[config.mk]
export PLATFORM = sky130hd
export DESIGN_NAME = sfc_front
export DESIGN_NICKNAME = d
export VERILOG_FILES = /design/src/rtl/core/sfc_front.sv
export SDC_FILE = /design/constraint.sdc
export NUM_CORES = 1
export LEC_CHECK = 0
export BUFFER_PORTS_ARGS = -buffer_cell sky130_fd_sc_hd__buf_2
export CAP_MARGIN = 20
export CORE_ASPECT_RATIO = 0.9
export CORE_UTILIZATION = 25
export DETAILED_ROUTE_END_ITERATION = 12
export PLACE_DENSITY = 0.54
export SETUP_SLACK_MARGIN = 0.1
export SLEW_MARGIN = 40
export SYNTH_ARGS = -nofsm -noshare
export SYNTH_HDL_FRONTEND = slang
export SYNTH_SLANG_ARGS = --single-unit
[constraint.sdc]
create_clock -name clk -period 4.3 [get_ports clk]
set_clock_uncertainty 0.1 [all_clocks]
set_input_delay 0.86 -clock clk [delete_from_list [all_inputs] [get_ports clk]]
set_output_delay 0.86 -clock clk [all_outputs]
set_load 0.005 [all_outputs]
[src/rtl/core/sfc_front.sv]
// ----------------------------------------------------------------------------
// sfc_front
// Accepts spheres, applies the center offset and forms the camera-to-center
// vector; hands a registered item to the queue.
// ----------------------------------------------------------------------------
`default_nettype none

module sfc_front #(
	parameter int COORD_BITS = 20,
	parameter int FRAC_BITS  = 4,
	parameter int IN_W       = 80,
	parameter int ITEM_W     = 85
) (
	input  wire logic                    clk,
	input  wire logic                    arst_n,
	input  wire logic                    in_valid,
	output logic                         in_ready,
	input  wire logic [IN_W-1:0]         in_data,
	input  wire logic [3*COORD_BITS-1:0] cam_pos,
	output logic                         item_valid,
	input  wire logic                    item_ready,
	output logic [ITEM_W-1:0]            item_data
);

	localparam int C  = COORD_BITS;
	localparam int VW = C + 2;

	logic                  vld_q;
	logic [ITEM_W-1:0]     item_q;
	logic                  accept;
	logic                  push;
	logic [C-2:0]          r;
	logic                  do_offset;
	logic signed [VW-1:0]  v [3];
	logic signed [VW-1:0]  r_ext;

	assign push     = vld_q & item_ready;
	assign in_ready = ~vld_q | item_ready;
	assign accept   = in_valid & in_ready;

	assign r         = in_data[3*C +: C-1];
	assign do_offset = r >= (C-1)'(1 << FRAC_BITS);
	assign r_ext     = $signed({3'b000, r});

	// center (offset by r when r >= 1.0) minus camera position
	always_comb begin
		for (int k = 0; k < 3; k++) begin
			v[k] = $signed({{2{in_data[k*C + C-1]}}, in_data[k*C +: C]})
				+ (do_offset ? r_ext : VW'(0))
				- $signed({{2{cam_pos[(2-k)*C + C-1]}}, cam_pos[(2-k)*C +: C]});
		end
	end

	always_ff @(posedge clk or negedge arst_n) begin
		if (!arst_n) begin
			vld_q <= 1'b0;
		end else begin
			vld_q <= accept | (vld_q & ~push);
		end
	end

	always_ff @(posedge clk) begin
		if (accept) begin
			item_q <= {r, v[2], v[1], v[0]};
		end
	end

	assign item_valid = vld_q;
	assign item_data  = item_q;

endmodule

`default_nettype wire

## Yosys cells after proc, flatten, opt, wreduce, memory -nomap -nowiden

Index checks and enable logic that the tools add are counted.

| storage, ports and cells | value |
|---|---|
| output and inout bits | 87 |
| bits in registers | 86 |
| bits of input ports | 144 |

| cells by class | value |
|---|---|
| multiplexer cells | 1 |
| $add $sub $neg | 6 |
| bitwise logic cells | 7 |
| magnitude comparators | 1 |

Operators by type and width:

| operator | count |
|---|---|
| 21-bit by 20-bit subtractor with 22-bit output | 3 |
| 20-bit by 20-bit adder with 21-bit output | 3 |
| 19-bit by 5-bit greater-or-equal comparator with 1-bit output (second input constant) | 1 |
| 19-bit two-way mux | 1 |
| 1-bit bitwise AND | 3 |
| 1-bit inverter | 2 |
| 1-bit bitwise OR | 2 |

## Depth between registers and ports, before layout

| logic depth | value |
|---|---|
| depth in word-level cells | 4 |
| mapped depth | 15 |

## Worst setup path after synthesis

No wires, ideal clock.

| timing path | value |
|---|---|
| path type | input -> register |
| start | input port in_data[69] |
| end | register item_q[38], in the netlist item_data[38] (data pin) |
| stages | 13 |
| arrival time | 3.571 ns |
| path buffers | 0 |
| setup time | 0.260 ns |
| required time | 3.940 ns |
| path slack | 0.370 ns |
| cells stage by stage | nor4_1 > nand4_1 > nand2_1 > fa_1 > inv_1 > ha_1 > nor2b_4 > o31a_1 > o211ai_2 > a21oi_2 > or4_4 > a21oi_2 > xnor2_1 |

RTL lines:

| what | RTL line | text |
|---|---|---|
| start, declared | 18 | `input wire logic [IN_W-1:0] in_data,` |
| end signal, assigned | 64 | `item_q <= {r, v[2], v[1], v[0]};` |
| end, declared | 29 | `logic [ITEM_W-1:0] item_q;` |

==> results.txt <==
gpl congestion -> 0.8399
largest area contributor in the synthesized netlist -> edfxtp_1
Netlist cell types -> 54
area share of the largest cell type after synthesis -> 33.44%
fraction of layout cells with a size suffix above 1 -> 32.39%
Max Cap Violations -> 0
Buf/Inv on CP -> 5
Req. time, crit path -> 4290 ps
Worst path slowest cell -> or4_4
first-pass GRT wire length -> 34180 um
Setup TNS -> 0 ps
min Tclk post-route -> 4109 ps
clk slew on worst S/H paths -> 60 ps
vias per cell -> 4.336
wire length per cell -> 15.18 um
outcome -> finished clean
Syn-to-layout area delta -> 35.63%
Fin. Hold Viols -> 0
worst slew pin tran -> 480.5 ps
CP arrival -> 4100 ps
synthesized instance count -> 786
drt pass-1 iters -> 4
nets -> 1362
worst path cell trace -> buf_6, nor4_4, buf_4, nand4_1, buf_6, nand2_4, buf_6, fa_1, inv_2, ha_4, nor2b_4, o31a_1, o211ai_2, a21oi_2, or4_4, a21oi_2, xnor2_1
CORE AREA -> 29950 um2
type of origin of the critical path -> input port
sequential cell area fraction in the yosys report -> 33.76%
FP Rows -> 60
Hold Buf Count CTS -> 0
Min Hold Slack -> 182.5 ps
Post-Syn Area per Cell -> 9.712 um2
Post-Place Cells -> 1478
GRT Resource Usage Total -> 14.51%
Worst R2R Start -> item_valid
Post-Route WL -> 22790 um
area of the die -> 31240 um2
Final ANT Viol Nets -> 0
largest net degree at the start of global routing -> 32
slowest stage delay, CP -> 520 ps
Worst-Skew Late Latency -> 340 ps
Ys Warns -> 0
R2R Path End -> item_data[81]
r2r worst-path depth -> 4
# setup viols final -> 0
# IOs -> 231
Final period util -> 95.55%
Mapped Area -> 7634 um2
root buffer cell -> clkbuf_16
Initial Utilization -> 25.48%
leakage power -> 5.141 nW
CP max FO -> 4
CP Capture Type -> register
Setup CP Type -> in2reg
RSZ-0062 raised after global routing -> yes
TritonCTS clock tree -> done
1st-iter DRT viols -> 310
Slew headroom -> 67.67%
PortBufs -> 229
Area contributors post-synth -> edfxtp_1 33%, fa_1 15%, ha_1 11%
post-route cell area -> 10350 um2
maximum vdd drop -> 0.1807 mV
chip height -> 167.8 um
P per Cell Area -> 362.1 nW/um2
Fmax -> 243.4 MHz
antenna violations before repair -> 4
Crit path max-delay family -> simple AND/OR/NAND/NOR gates
Clock Sinks -> 86
dpl cell area -> 9781 um2
commonest non-fill, non-tap cells in the layout -> 227 x buf_2, 208 x inv_1, 85 x edfxtp_1
commonest non-fill, non-tap cell in the layout -> buf_2
syn_nets -> 1056
worst hold path type -> in2async
FF-to-FF setup slack -> 2450 ps
Yosys reg bits -> 86
Post-route DRC -> 0
number of buffers created by CTS -> 9
non-filler cells in the finished layout -> 1501
start point of the critical path -> in_data[75]
Post-synth top flop -> edfxtp_1
Vias -> 6509
Slew Limit Fails -> 0
number of synthesized flops with an enable pin -> 85
GR Overflow Total -> 0
Die Width -> 186.2 um
Async SR Flop Fraction -> 1.163%
Clock Path Buffers -> 2
H-Tree Depth -> 3
number of global-route vias before repair -> 6465
CP most frequent cell -> buf_6
DP Wirelength -> 19520 um
[through the flow]
step | total power, mW | worst slack [ps] | util [%]
after floorplan | 2.234 | 369.6 | -
after global placement | 2.830 | -761.2 | 32.59
after detailed placement | 2.850 | -767.4 | 32.65
after CTS | 3.749 | 102.9 | 33.94
after global routing | 4.023 | 56.27 | 34.56
final | 3.750 | 191.2 | 34.57
[routing by layer]
| layer | track usage [%] | routed length, um |
|---|---|---|
| met5 | 0 | 13 |
| met4 | 2.673 | 210 |
| met3 | 3.072 | 1224 |
| met2 | 24.04 | 10420 |
| met1 | 19.46 | 10920 |
[timing repair]
item | CTS | global route
resized for setup | 16 | 35
setup endpoints to repair | 36 | 30
setup buffers | 3 | 3
pin swaps | 9 | 25
[final cells by class]
cell class / count / area, um2
diodes: 2 / 5.005
clock buffers: 11 / 232.7
clock inverters: 4 / 72.57
fillers: 3137 / 19600
inverters: 211 / 792.0
multi-input cells: 484 / 4446
flip-flops and latches: 86 / 2577
well taps: 403 / 504.2
repair buffers: 300 / 1724
[registers in the layout, summed over array words and instances, names as in the netlist]
register    flops
item_valid      1
item_data      85
[synthesized netlist by cell type, types with 4 or more instances]
master / count
inv_1: 211
edfxtp_1: 85
ha_1: 69
fa_1: 57
a21oi_1: 51
nor2_1: 35
xnor2_1: 33
a21o_1: 26
nand2_1: 26
o21ai_0: 23
nand3_1: 20
nor3_1: 12
o21a_1: 12
xor2_1: 12
nand4_1: 10
o21bai_1: 10
nor4_1: 7
a211oi_1: 6
nand2b_1: 6
o21ai_1: 6
clkbuf_1: 5
nor2b_1: 5
o211ai_1: 4
[kinds of logic after synthesis]
family | share of synthesized area [%]
adder cells (fa/ha/maj) | 26.26
buffers and inverters | 10.62
flip-flops | 33.76
multiplexers | 0.1311
AND/OR/NAND/NOR | 8.950
XOR/XNOR | 5.163
AO/OA/AOI/OAI | 15.11
[power by group]
part | switching, mW | total (mW) | internal, mW
clock | 0.343 | 0.850 | 0.507
sequential | 0.0371 | 1.17 | 1.14
combinational | 0.929 | 1.72 | 0.796
total | 1.31 | 3.75 | 2.44
[worst reg2reg max path, delay by kind of cell, from the launching register on]
family | cells | cell delay (ps)
buffers and inverters | 2 | 530
DFF | 1 | 380
and+or+nand+nor | 2 | 530
[worst max-delay path by stage]
| stage | end | cells past startpoint |
|---|---|---|
| 6_report | item_data[38] | 17 |
| 5_1_grt | item_data[38] | 17 |
| 4_1_cts | item_data[38] | 18 |
| 3_5_place_dp | item_data[36] | 15 |
| 3_3_place_gp | item_data[36] | 15 |
| 2_1_floorplan | item_data[38] | 13 |
Power figures use the tool's default switching activity.
