==> src/rtl/core/sfc_pkg.sv <==
// ----------------------------------------------------------------------------
// sfc_pkg
// Shared constants and types of the sphere/frustum culling block.
// ----------------------------------------------------------------------------
`default_nettype none

package sfc_pkg;

	// fixed formats of the camera set
	localparam int AXIS_W    = 16;
	localparam int AXIS_FRAC = 14;
	localparam int TAN_W     = 16;
	localparam int TAN_FRAC  = 12;

	// sqrt(3) in Q1.14
	localparam int SQRT3_W = 15;
	localparam logic [SQRT3_W-1:0] SQRT3_Q14 = 15'd28378;

	// configuration port
	localparam int CFG_IDX_W  = 4;
	localparam int CFG_DATA_W = 64;

	localparam logic [CFG_IDX_W-1:0] REG_CAM_POS  = 4'd0;
	localparam logic [CFG_IDX_W-1:0] REG_VIEW_AX  = 4'd1;
	localparam logic [CFG_IDX_W-1:0] REG_SIDE_AX  = 4'd2;
	localparam logic [CFG_IDX_W-1:0] REG_UP_AX    = 4'd3;
	localparam logic [CFG_IDX_W-1:0] REG_NEAR     = 4'd4;
	localparam logic [CFG_IDX_W-1:0] REG_FAR      = 4'd5;
	localparam logic [CFG_IDX_W-1:0] REG_TAN_X    = 4'd6;
	localparam logic [CFG_IDX_W-1:0] REG_TAN_Y    = 4'd7;

	// verdict codes
	localparam int VERDICT_W = 3;
	localparam logic [VERDICT_W-1:0] VERDICT_VISIBLE = 3'd0;
	localparam logic [VERDICT_W-1:0] VERDICT_FAR     = 3'd1;
	localparam logic [VERDICT_W-1:0] VERDICT_NEAR    = 3'd2;
	localparam logic [VERDICT_W-1:0] VERDICT_HORIZ   = 3'd3;
	localparam logic [VERDICT_W-1:0] VERDICT_VERT    = 3'd4;

	localparam int OUT_W = 8;

	// queue between front and back
	localparam int QUEUE_DEPTH = 4;
	localparam int QPTR_W      = $clog2(QUEUE_DEPTH);

	typedef struct packed {
		logic full;
		logic empty;
	} q_stat_t;

endpackage

`default_nettype wire

==> src/rtl/core/sfc_queue.sv <==
// ----------------------------------------------------------------------------
// sfc_queue
// Small FIFO that decouples the front from the back.
// ----------------------------------------------------------------------------
`default_nettype none

module sfc_queue #(
	parameter int WIDTH = 85
) (
	input  wire logic             clk,
	input  wire logic             arst_n,
	input  wire logic             push_valid,
	output logic                  push_ready,
	input  wire logic [WIDTH-1:0] push_data,
	output logic                  pop_valid,
	input  wire logic             pop_ready,
	output logic [WIDTH-1:0]      pop_data,
	output sfc_pkg::q_stat_t      stat
);

	logic [WIDTH-1:0]          mem_q [sfc_pkg::QUEUE_DEPTH];
	logic [sfc_pkg::QPTR_W-1:0] wr_q;
	logic [sfc_pkg::QPTR_W-1:0] rd_q;
	logic [sfc_pkg::QPTR_W:0]   cnt_q;
	logic                       do_push;
	logic                       do_pop;

	assign stat.full  = cnt_q == (sfc_pkg::QPTR_W+1)'(sfc_pkg::QUEUE_DEPTH);
	assign stat.empty = cnt_q == '0;

	assign push_ready = ~stat.full;
	assign pop_valid  = ~stat.empty;
	assign pop_data   = mem_q[rd_q];
	assign do_push    = push_valid & ~stat.full;
	assign do_pop     = pop_ready & ~stat.empty;

	// pointers and fill count
	always_ff @(posedge clk or negedge arst_n) begin
		if (!arst_n) begin
			wr_q  <= '0;
			rd_q  <= '0;
			cnt_q <= '0;
		end else begin
			if (do_push) wr_q <= wr_q + 1'b1;
			if (do_pop)  rd_q <= rd_q + 1'b1;
			if (do_push & ~do_pop)      cnt_q <= cnt_q + 1'b1;
			else if (do_pop & ~do_push) cnt_q <= cnt_q - 1'b1;
		end
	end

	always_ff @(posedge clk) begin
		if (do_push) begin
			mem_q[wr_q] <= push_data;
		end
	end

endmodule

`default_nettype wire

==> config.mk <==
export PLATFORM = sky130hd
export DESIGN_NAME = sfc_queue
export DESIGN_NICKNAME = d
export VERILOG_FILES = /design/src/rtl/core/sfc_pkg.sv /design/src/rtl/core/sfc_queue.sv
export SDC_FILE = /design/constraint.sdc
export NUM_CORES = 1
export LEC_CHECK = 0
export ABC_AREA = 1
export ABC_CLOCK_PERIOD_IN_PS = 6750
export BUFFER_PORTS_ARGS = -buffer_cell sky130_fd_sc_hd__buf_4
export CAP_MARGIN = 30
export CORE_UTILIZATION = 58
export CTS_CLUSTER_DIAMETER = 50
export DETAILED_ROUTE_END_ITERATION = 6
export PLACE_DENSITY = 0.8
export REMOVE_ABC_BUFFERS = 1
export SYNTH_ARGS = -nofsm -noshare
export SYNTH_HDL_FRONTEND = slang
export SYNTH_SLANG_ARGS = --single-unit
export TNS_END_PERCENT = 10
==> constraint.sdc <==
create_clock -name clk -period 6.75 [get_ports clk]
set_input_delay 0.3375 -clock clk [delete_from_list [all_inputs] [get_ports clk]]
set_output_delay 0.3375 -clock clk [all_outputs]
set_load 0.05 [all_outputs]
# ---- Word level (Yosys, flattened, before mapping)
# Memories as Yosys holds them, arrays and structs flattened.
# Cells that the tools add are included.
dict set report word_totals {
  regBits 7
  ram_bits 340
  word_cells 23
  in_bits 89
  output_inout_bits 89
  memories 1
}
dict set report op_classes {
  n_bitwise 8
  n_addsub 4
  n_mux 4
  n_eq_ne 1
  reduce_logical 2
}
# memory depth width rd rd_ports_with_merged_regs wr line_no
set mem_list {}
lappend mem_list {mem_q 4 85 1 0 1 sfc_queue.sv:21} ;# logic [WIDTH-1:0] mem_q [sfc_pkg::QUEUE_DEPTH];
# op count
set ops {}
lappend ops {{$mux 3} 2}
lappend ops {{$add 2x1->2 const B} 2}
lappend ops {{$and 1x1->1} 4}
lappend ops {{$not 1->1} 4}
lappend ops {{$add 3x1->3 const B} 1}
lappend ops {{$eq 3x3->1 const B} 1}
lappend ops {{$logic_not 3->1} 1}
lappend ops {{$sub 3x1->3 const B} 1}
lappend ops {{$mux 1} 2}
lappend ops {{$reduce_bool 2->1} 1}

# ---- Logic depth before layout (Yosys ltp)
# Gate-level depths: netlist (run 1).
dict set report logic_depth {
  ltp_word 7
  ltp_mapped 12
  mapped_depth_nobuf 12
}

# ---- Worst setup path before layout (run 1)
# Ideal clock, no wire load.
dict set report synth_path {
  path_type {reg2reg}
  startpoint {reg cnt_q[0] (netlist bit)}
  endpoint {mem mem_q[0][0] (enable)}
  path_buffers 0
  path_slack_ns 1.428
  arrival_time_ns 4.792
  required_time_ns 6.220
  stages_incl_launch_ff 5
  path_cell_list {dfrtp_1 > inv_1 > nand3_1 > nand2_1 > nor2_1}
}
dict set report synth_between {
  elab_chain_len 5
}
# item line_no
set synth_lines {}
lappend synth_lines {{start: declaration} sfc_queue.sv:24} ;# logic [sfc_pkg::QPTR_W:0] cnt_q;
lappend synth_lines {{start signal: assignment} sfc_queue.sv:46} ;# if (do_push & ~do_pop) cnt_q <= cnt_q + 1'b1;
lappend synth_lines {{start signal: assignment} sfc_queue.sv:47} ;# else if (do_pop & ~do_push) cnt_q <= cnt_q - 1'b1;
lappend synth_lines {{$eq 3x3->1} sfc_queue.sv:28} ;# assign stat.full = cnt_q == (sfc_pkg::QPTR_W+1)'(sfc_pkg::QUEUE_DEPTH);
lappend synth_lines {{$not 1->1} -}
lappend synth_lines {{via push_ready} sfc_queue.sv:13} ;# output logic push_ready,
lappend synth_lines {{$and 1x1->1} sfc_queue.sv:34} ;# assign do_push = push_valid & ~stat.full;
lappend synth_lines {{$mux 1} sfc_queue.sv:52} ;# if (do_push) begin
lappend synth_lines {{$mux 1 (not written as such)} sfc_queue.sv:53} ;# mem_q[wr_q] <= push_data;
lappend synth_lines {{end: declaration} sfc_queue.sv:21}
# The timed path passes the listed nets, and every way through them passes these cells.

# ---- Final worst setup path (run 1)
dict set report layout_path {
  startpoint {reg rd_q[0] (netlist bit)}
  endpoint {out pop_data[59]}
}
dict set report layout_between {
  elab_chain_len 1
}
# item line_no
set layout_lines {}
lappend layout_lines {{start: declaration} sfc_queue.sv:23} ;# logic [sfc_pkg::QPTR_W-1:0] rd_q;
lappend layout_lines {{start signal: assignment} sfc_queue.sv:45} ;# if (do_pop) rd_q <= rd_q + 1'b1;
lappend layout_lines {{$mem_v2 4x85} -}
lappend layout_lines {{end: declaration} sfc_queue.sv:17} ;# output logic [WIDTH-1:0] pop_data,
# Every way passes these cells.

==> results of run 1 <==
-- logic make-up (layout without fill, tap and decap cells) --
kind of cell             after synthesis  count (layout)  share of synthesized area, %
AO/OA/AOI/OAI                        171             171                         9.257
adder cells (fa/ha/maj)                6               6                        0.5966
flip-flops                           347             347                         75.03
AND/OR/NAND/NOR                      285             285                         7.810
XOR/XNOR                               1               1                       0.06329
buffers and inverters                243             439                         7.241
-- area by class of cell --
cell class	count	area [um2]
Inverter	187	710.7
Sequential cell	347	10390
Timing Repair Buffer	191	1496
Fill cell	1560	6794
Tap cell	319	399.1
Multi-Input combinational cell	463	2484
Clock inverter	19	185.2
Clock buffer	42	944.7
-- through the flow --
step / worst slack, ns / utilization (%) / cell area [um2] / std cells
global placement: 3.910 / 65.75 / 15390 / 1503
finish: 3.416 / 70.97 / 16610 / 1568
detailed placement: 3.775 / 66.10 / 15470 / 1506
global route: 3.185 / 70.97 / 16610 / 1568
CTS: 3.395 / 70.97 / 16610 / 1568
floorplan: 1.428 / - / 13540 / 997
-- flip-flops by register name (all words and copies together) (netlist names) --
| name | flops |
|---|---|
| rd_q | 2 |
| mem_q | 340 |
| cnt_q | 3 |
| wr_q | 2 |
-- cell usage in the layout, fill, tap and decap left out, types with 3 or more instances in the layout --
master and instances:
nand3_1 7, clkbuf_16 37, o211ai_1 170, clkbuf_1 5, dfrtp_1 6, nand2_1 273
clkinv_2 8, inv_1 185, ha_1 5, edfxtp_1 340, clkinv_1 8, buf_16 3
bufinv_16 4, buf_4 187, nor2_4 4
-- power by group through the flow --
stage               logic (uW)  clock network, uW  registers, uW
floorplan                 2590                  0           3050
global placement          3690                  0           2970
detailed placement        3780                  0           2980
CTS                       3800               1920           2940
global route              4020               2010           2970
finish                    3770               1890           2940
-- routing by layer --
layer  global-route usage (%)  vias to the layer above  routed length (um)
li1                         -                     4013                   -
met1                    28.69                     3932               11000
met2                    36.88                      275               13210
met3                    5.566                       41                2035
met4                    6.863                        0                 512
met5                        0                        -                   0
-- worst paths after layout --
check                                          to  slack, ns  cells after the start
setup / recovery                     pop_data[59]       3.42                      6
setup reg to reg           mem_q[0][57]$_DFFE_PP_       3.84                      6
hold reg to reg              cnt_q[2]$_DFFE_PN0P_       0.51                      2
min in group asynchronous    cnt_q[0]$_DFFE_PN0P_       0.19                      2
hold / removal             mem_q[0][27]$_DFFE_PP_       0.03                      1
max in group asynchronous     rd_q[1]$_DFFE_PN0P_       6.42                      2
-- worst max-delay path, delay by kind of cell (launching register included) --
kind	cells	cell delay [ns]
AND/OR/NAND/NOR	2	0.28
flip-flops	1	0.45
buffers and inverters	3	1.55
AO/OA/AOI/OAI	1	0.14
==> results.json, run 1 <==
{
  "r2r-start": "cnt_q[0]$_DFFE_PN0P_",
  "hold_path.class": "in -> reg",
  "crit_type": "reg -> out",
  "placementRows": 56,
  "fp.dieW_um": 156.5,
  "ys_seq_area_share_pct": 75.03,
  "synth.top_cell.area_share_pct": 73.77,
  "p_int_uw": 4971,
  "grt_pass1_wl_um": 40830,
  "setup.worst_path.start": "rd_q[0]$_DFFE_PN0P_",
  "portBuffers": 177,
  "io_pins": 178,
  "ys.flop_type": "edfxtp_1",
  "synth_async_sr_flop_share_pct": 2.017,
  "path_cells": "inv_8, buf_4, nand2_1, o211ai_1, nand2_1, buf_4",
  "area_growth_pct": 20.00,
  "drtPass1Iterations": 5,
  "final.setup_skew_ns": 0.01226,
  "postCtsSetupBuffers": 0,
  "rsz0062_at_grt": "no",
  "setup_viol_count_final": 0,
  "cts_hold_buffers": 1,
  "critPathLaunchType": "register",
  "cp_max_fo": 127,
  "synth-seq-cells": 347,
  "hold_viol_final": 0,
  "clk-insertion-delay-late_ns": 0.50,
  "synth_area_per_cell_um2": 13.14,
  "drv_slew": 0,
  "p_switching_uw": 3630,
  "final_nets": 1320,
  "power_uw": 8601,
  "leakage_uw": 0.006731,
  "synthTopCellsByArea": "edfxtp_1, o211ai_1, nand2_1",
  "drt_iter0_markers": 673,
  "min_period_ns": 3.334,
  "drv_cap": 0,
  "relSlewSlack_pct": 32.50,
  "cts_num_sinks": 347,
  "clockPowerShare_pct": 22.0,
  "cts_max_path_buffers": 3,
  "synth_cells": 1053,
  "antenna_found_initial": 0,
  "grt_pass1_vias": 7998,
  "die-area_um2": 24480,
  "synth_edf_count": 340,
  "cts_htree_levels": 2,
  "worstHoldStart": "push_data[27]",
  "sw_frac_of_total_pct": 42.21,
  "cts_tree": "done",
  "sequentialPowerShare_pct": 34.1,
  "core_um2": 23400,
  "slowest_stage": "buf_4",
  "drc": 0,
  "num_vias": 8261,
  "clk_pin_slew_ns": 0.06,
  "cts_resized": 0,
  "drive_gt1_share_pct": 19.62,
  "initial_core_util_pct": 59.14,
  "wirelength_um": 26750,
  "yosysTopAreaCell": "edfxtp_1",
  "ys_warn_count": 0,
  "ir_worst_vdd_mv": 0.5042,
  "dp_hpwl_um": 15860,
  "overflow": 0,
  "power_frac_comb_pct": 43.9,
  "powerDensity_nw_per_um2": 517.9,
  "status": "finished clean",
  "die_h_um": 156.5,
  "cts_root_buffer": "clkbuf_16",
  "gp_congestion": 0.7621,
  "ant_nets": 0,
  "diodes": 0,
  "max_freq_mhz": 299.9,
  "grt_use_total_pct": 22.12,
  "whs_ns": 0.03402,
  "ys_types": 18,
  "max_stage_delay_ns": 0.89,
  "avgRoutedWirePerCell_um": 17.06,
  "syn-cell-area_um2": 13840,
  "finalSetupTns_ns": 0,
  "cp.arrival_ns": 3.00,
  "cts_made_buffers": 35,
  "grt_max_degree": 128,
  "worstPathRequired_ns": 6.41,
  "cp-end-kind": "output port",
  "synth.most_common_cell": "edfxtp_1",
  "synth_common_cells": "edfxtp_1, nand2_1, inv_1, o211ai_1, buf_2",
  "period_share_pct": 49.39,
  "tightest_slew_ns": 1.012,
  "via_per_inst": 5.268
}
Note: power is estimated with default switching activity, not from simulation.
==> run 2, diff against run 1 <==
--- a/config.mk
+++ b/config.mk
@@ -5,14 +5,14 @@
 export SDC_FILE = /design/constraint.sdc
 export NUM_CORES = 1
 export LEC_CHECK = 0
-export ABC_AREA = 1
-export ABC_CLOCK_PERIOD_IN_PS = 6750
+export ABC_AREA = 0
+export ABC_CLOCK_PERIOD_IN_PS = 3300
 export BUFFER_PORTS_ARGS = -buffer_cell sky130_fd_sc_hd__buf_4
 export CAP_MARGIN = 30
-export CORE_UTILIZATION = 58
+export CORE_UTILIZATION = 57
 export CTS_CLUSTER_DIAMETER = 50
 export DETAILED_ROUTE_END_ITERATION = 6
-export PLACE_DENSITY = 0.8
+export PLACE_DENSITY = 0.79
 export REMOVE_ABC_BUFFERS = 1
 export SYNTH_ARGS = -nofsm -noshare
 export SYNTH_HDL_FRONTEND = slang
==> constraint.sdc (replaced) <==
create_clock -name clk -period 3.3 [get_ports clk]
set_input_delay 0.165 -clock clk [delete_from_list [all_inputs] [get_ports clk]]
set_output_delay 0.165 -clock clk [all_outputs]
set_load 0.05 [all_outputs]
==> results.json, run 2 <==
{
  "synth_cells": 483,
  "hold_viol_final": 0,
  "cts_made_buffers": 35,
  "max_freq_mhz": 384.6,
  "layout.cells.most_common_list": "edfxtp_1, buf_4, dlygate4sd3_1",
  "gp_congestion": 0.7347,
  "cts_tree": "done",
  "leakage_uw": 0.005680,
  "avgRoutedWirePerCell_um": 24.59,
  "cp_max_fo": 45,
  "grt.busiest_layer": "met2",
  "critPathLaunchType": "register",
  "clockPowerShare_pct": 22.1,
  "cts_htree_levels": 2,
  "via_per_inst": 5.721,
  "ys.flop_type": "edfxtp_1",
  "grt_pass1_vias": 6445,
  "wirelength_um": 26480,
  "drtPass1Iterations": 4,
  "ys_seq_area_share_pct": 81.75,
  "diodes": 0,
  "hold_path.class": "in -> reg",
  "drv_cap": 0,
  "use_met2_pct": 40.00,
  "drc": 0,
  "ys_types": 21,
  "slowest_stage": "dfrtp_4",
  "ir_worst_vdd_mv": 0.7581,
  "grt_use_total_pct": 23.95,
  "largestRegisters": "mem_q: 340 flops, cnt_q: 3 flops",
  "sequentialPowerShare_pct": 37.7,
  "area_growth_pct": 28.50,
  "use_met3_pct": 4.488,
  "die-area_um2": 22890,
  "initial_core_util_pct": 58.21,
  "cts_resized": 0,
  "placementRows": 54,
  "postCtsSetupBuffers": 0,
  "top_register": "mem_q",
  "io_pins": 178,
  "p_int_uw": 10330,
  "synth_async_sr_flop_share_pct": 2.017,
  "power_frac_comb_pct": 40.1,
  "clk_pin_slew_ns": 0.06,
  "min_period_ns": 2.600,
  "ant_nets": 0,
  "final.setup_skew_ns": 0.007033,
  "crit_type": "reg -> out",
  "cts_num_sinks": 347,
  "setup_viol_count_final": 0,
  "grt_max_degree": 86,
  "overflow": 0,
  "synth_edf_count": 340,
  "largest_reg_flops": 340,
  "power_uw": 16620,
  "max_stage_delay_ns": 0.87,
  "drv_slew": 0,
  "drt_iter0_markers": 376,
  "powerDensity_nw_per_um2": 1018,
  "num_vias": 6161,
  "synthTopCellsByArea": "edfxtp_1, mux4_2, dfrtp_1",
  "sw_frac_of_total_pct": 37.86,
  "cp.arrival_ns": 2.44,
  "syn-cell-area_um2": 12700,
  "fin_util_pct": 74.80,
  "ys_warn_count": 0,
  "rsz0062_at_grt": "no",
  "synth-seq-cells": 347,
  "path_cells": "buf_4, mux4_2, buf_4",
  "grt_util_met1_pct": 32.27,
  "cts_hold_buffers": 88,
  "clk-insertion-delay-late_ns": 0.50,
  "period_share_pct": 78.80,
  "critical_path.most_common_cell": "buf_4",
  "synth_area_per_cell_um2": 26.30,
  "mostFrequentLayoutCell": "edfxtp_1",
  "cts_max_path_buffers": 3,
  "antenna_found_initial": 0,
  "relSlewSlack_pct": 53.45,
  "grt_pass1_wl_um": 38630,
  "tightest_slew_ns": 0.6983,
  "fp.dieW_um": 151.3,
  "synth.top_cell.area_share_pct": 80.37,
  "cts_root_buffer": "clkbuf_16",
  "final_nets": 869,
  "drive_gt1_share_pct": 40.90,
  "yosysTopAreaCell": "edfxtp_1",
  "portBuffers": 177,
  "p_switching_uw": 6292,
  "core_um2": 21820,
  "status": "finished clean",
  "synth.most_common_cell": "edfxtp_1",
  "synth_common_cells": "edfxtp_1, mux4_2, buf_2, dfrtp_1",
  "die_h_um": 151.3,
  "dp_hpwl_um": 14110,
  "cp-end-kind": "output port",
  "worstPathRequired_ns": 3.13
}
[run 2: cell types whose count changed in the layout (fill, tap and decap cells not counted), sizes merged, moves of 6 or more]
cell	change
dlygate4sd3	+87
inv	-181
mux4	+85
nand2	-271
nand3	-6
o211ai	-170
[run 2: critical path, delay by kind of cell, from the launching register on]
kind                   cells  cell delay, ns
muxes                      1            0.40
DFF                        1            0.87
buffers and inverters      2            0.62
[run 2: path summary, 6_finish.rpt]
path	start	to	cells after the start	slack (ns)
max	rd_q[1]$_DFFE_PN0P_	pop_data[1]	3	0.70
min	push_valid	wr_q[0]$_DFFE_PN0P_	3	0.18
max reg2reg	cnt_q[0]$_DFFE_PN0P_	mem_q[3][65]$_DFFE_PP_	6	0.84
min reg2reg	cnt_q[2]$_DFFE_PN0P_	cnt_q[2]$_DFFE_PN0P_	1	0.52
max in group asynchronous	arst_n	rd_q[1]$_DFFE_PN0P_	3	2.37
min in group asynchronous	arst_n	cnt_q[0]$_DFFE_PN0P_	3	0.64
[run 2: layout make-up]
cell class	instances	area [um2]
Fill cell	1153	5499
Clock buffer	47	973.4
Clock inverter	13	90.09
Inverter	5	18.77
Sequential cell	347	10390
Tap cell	280	350.3
Multi-Input combinational cell	110	2140
Timing Repair Buffer	275	2360
[run 2: stage by stage]
stage / setup WS, ns / cell area (um2) / setup TNS (ns) / hold WS (ns) / cells
2_1_floorplan: -1.056 / 12530 / -346.33 / -0.1306 / 462
3_3_place_gp: 0.9651 / 14380 / 0 / -0.01914 / 929
3_5_place_dp: 0.8894 / 14380 / 0 / -0.01378 / 929
4_1_cts: 0.6791 / 16320 / 0 / 0.1567 / 1077
5_1_grt: 0.5982 / 16320 / 0 / 0.1892 / 1077
6_report: 0.6996 / 16320 / 0 / 0.1778 / 1077
[run 2: per-layer routing]
| metal | wire length (um) | part of all wire (%) |
|---|---|---|
| met5 | 0 | 0 |
| met4 | 669 | 2.5 |
| met2 | 13590 | 51 |
| met3 | 1765 | 6.7 |
| met1 | 10460 | 39 |
[run 2: power by group through the flow]
stage | logic, uW | registers (uW) | clock network (uW)
after floorplan | 4490 | 6480 | 0
after global placement | 6530 | 6250 | 0
after detailed placement | 6580 | 6320 | 0
after CTS | 6710 | 6270 | 3720
after global routing | 6930 | 6350 | 3900
final | 6670 | 6270 | 3680
[run 2: logic make-up (layout without fill, tap and decap cells)]
family | after synthesis | after routing | synth area share, %
adder cells (fa/ha/maj) | 6 | 6 | 0.6501
flip-flops | 347 | 347 | 81.75
multiplexers | 87 | 87 | 15.25
XOR/XNOR | 6 | 6 | 0.4137
buffers and inverters | 26 | 340 | 1.487
AND/OR/NAND/NOR | 11 | 11 | 0.4531
==> run 3, diff against run 2 <==
--- a/config.mk
+++ b/config.mk
@@ -6,7 +6,7 @@
 export NUM_CORES = 1
 export LEC_CHECK = 0
 export ABC_AREA = 0
-export ABC_CLOCK_PERIOD_IN_PS = 3300
+export ABC_CLOCK_PERIOD_IN_PS = 2450
 export BUFFER_PORTS_ARGS = -buffer_cell sky130_fd_sc_hd__buf_4
 export CAP_MARGIN = 30
 export CORE_UTILIZATION = 57
==> constraint.sdc (replaced) <==
create_clock -name clk -period 2.45 [get_ports clk]
set_input_delay 0.1225 -clock clk [delete_from_list [all_inputs] [get_ports clk]]
set_output_delay 0.1225 -clock clk [all_outputs]
set_load 0.05 [all_outputs]
==> results.json, run 3 (synthesis results as in run 2) <==
{
  "cts_made_buffers": 36,
  "cts_max_path_buffers": 3,
  "hold_path.class": "in -> reg",
  "top_register": "mem_q",
  "drive_gt1_share_pct": 42.54,
  "placementRows": 54,
  "dp.cells": 938,
  "avgRoutedWirePerCell_um": 23.18,
  "p_switching_uw": 8531,
  "worstPathRequired_ns": 2.87,
  "grt_pass1_wl_um": 37280,
  "cts_hold_buffers": 88,
  "status": "finished clean",
  "gp_congestion": 0.7669,
  "mostFrequentLayoutCell": "edfxtp_1",
  "post_dp_cell_area_um2": 14570,
  "via_per_inst": 5.618,
  "ant_nets": 0,
  "leakage_uw": 0.005814,
  "cts_tree": "done",
  "io_pins": 178,
  "cts_resized": 0,
  "crit_path_end": "cnt_q[2]$_DFFE_PN0P_",
  "rrSetupSlack_ns": 0.15,
  "cts_num_sinks": 347,
  "powerDensity_nw_per_um2": 1379,
  "core_um2": 21820,
  "num_vias": 6135,
  "die-area_um2": 22890,
  "dp_hpwl_um": 14410,
  "drc": 0,
  "crit_type": "reg -> reg",
  "cts_htree_levels": 2,
  "portBuffers": 177,
  "finalInstanceArea_um2": 16650,
  "clk-insertion-delay-late_ns": 0.50,
  "initial_core_util_pct": 58.21,
  "finalSetupTns_ns": 0,
  "final.setup_skew_ns": 0.01105,
  "area_growth_pct": 31.04,
  "fin_cells": 1092,
  "largestRegisters": "mem_q: 340 flops, cnt_q: 3 flops",
  "reg2reg_depth": 8,
  "rsz0062_at_grt": "no",
  "clk_pin_slew_ns": 0.06,
  "cp_max_fo": 4,
  "period_share_pct": 93.82,
  "p_int_uw": 14420,
  "overflow": 0,
  "wirelength_um": 25310,
  "die_h_um": 151.3,
  "postCtsSetupBuffers": 0,
  "setup_viol_count_final": 0,
  "cts_root_buffer": "clkbuf_16",
  "clockPowerShare_pct": 23.5,
  "tightest_slew_ns": 0.4086,
  "grt_use_total_pct": 22.66,
  "r2r-start": "cnt_q[1]$_DFFE_PN0P_",
  "drv_slew": 0,
  "fp.dieW_um": 151.3,
  "min_period_ns": 2.299,
  "hold_viol_final": 0,
  "cp.arrival_ns": 2.72,
  "setup.worst_path.start": "cnt_q[1]$_DFFE_PN0P_",
  "power_frac_comb_pct": 40.5,
  "cp-end-kind": "register",
  "ir_worst_vdd_mv": 0.9442,
  "grt_max_degree": 44,
  "largest_reg_flops": 340,
  "timing.rr.end": "cnt_q[2]$_DFFE_PN0P_",
  "antenna_found_initial": 2,
  "layout.cells.most_common_list": "edfxtp_1, buf_4, dlygate4sd3_1",
  "critPathLaunchType": "register",
  "worstHoldStart": "push_valid",
  "relSlewSlack_pct": 72.76,
  "final_nets": 879,
  "drv_cap": 0,
  "sequentialPowerShare_pct": 35.9,
  "max_freq_mhz": 435.1,
  "grt_pass1_vias": 6684,
  "sw_frac_of_total_pct": 37.18,
  "drtPass1Iterations": 5,
  "drt_iter0_markers": 332
}
==> run 3: worst max-delay path, cell delays in order, from the launching register on <==
cell and delay [ns]:
dfrtp_1 0.44, or3_1 0.45, nand2_1 0.14, ha_1 0.21
inv_1 0.07, fa_1 0.38, xor2_1 0.17, nor2_1 0.14
xor2_1 0.20
==> run 3: layout make-up <==
| type | count | area (um2) |
|---|---|---|
| Sequential cell | 347 | 10390 |
| Fill cell | 1091 | 5177 |
| Timing Repair Buffer | 284 | 2552 |
| Multi-Input combinational cell | 110 | 2140 |
| Clock buffer | 43 | 948.4 |
| Tap cell | 280 | 350.3 |
| Clock inverter | 22 | 241.5 |
| Inverter | 5 | 18.77 |
| Antenna cell | 1 | 2.502 |
==> run 3: power by group through the flow <==
stage	clock [uW]	combinational [uW]	sequential [uW]
3_3_place_gp	0	9130	8240
5_1_grt	5710	9700	8340
6_report	5400	9300	8250
3_5_place_dp	0	9200	8360
2_1_floorplan	0	5560	8660
4_1_cts	5480	9390	8250
==> run 3: worst min path at each step <==
stage	to	depth (start not counted)
after floorplan	cnt_q[0]$_DFFE_PN0P_	0
after global placement	cnt_q[0]$_DFFE_PN0P_	1
after detailed placement	cnt_q[2]$_DFFE_PN0P_	1
after CTS	wr_q[0]$_DFFE_PN0P_	4
after global routing	wr_q[0]$_DFFE_PN0P_	4
final	wr_q[0]$_DFFE_PN0P_	4
==> run 3: through the flow <==
stage / util, % / setup WS [ns] / total power [uW] / hold slack (ns)
3_3_place_gp: 66.78 / 0.3884 / 17370 / -0.06245
6_report: 76.28 / 0.1514 / 22950 / 0.2179
3_5_place_dp: 66.78 / 0.3131 / 17560 / -0.05990
2_1_floorplan: - / -1.863 / 14220 / -0.1731
5_1_grt: 76.26 / 0.05599 / 23750 / 0.2099
4_1_cts: 76.26 / 0.1031 / 23120 / 0.1592
==> run 3: routing by layer <==
layer	track usage (%)	vias to the layer above	wire [um]
li1	-	2672	-
met4	6.500	2	418
met1	26.98	3196	9375
met5	0	-	8
met3	5.060	40	1446
met2	41.19	225	14060
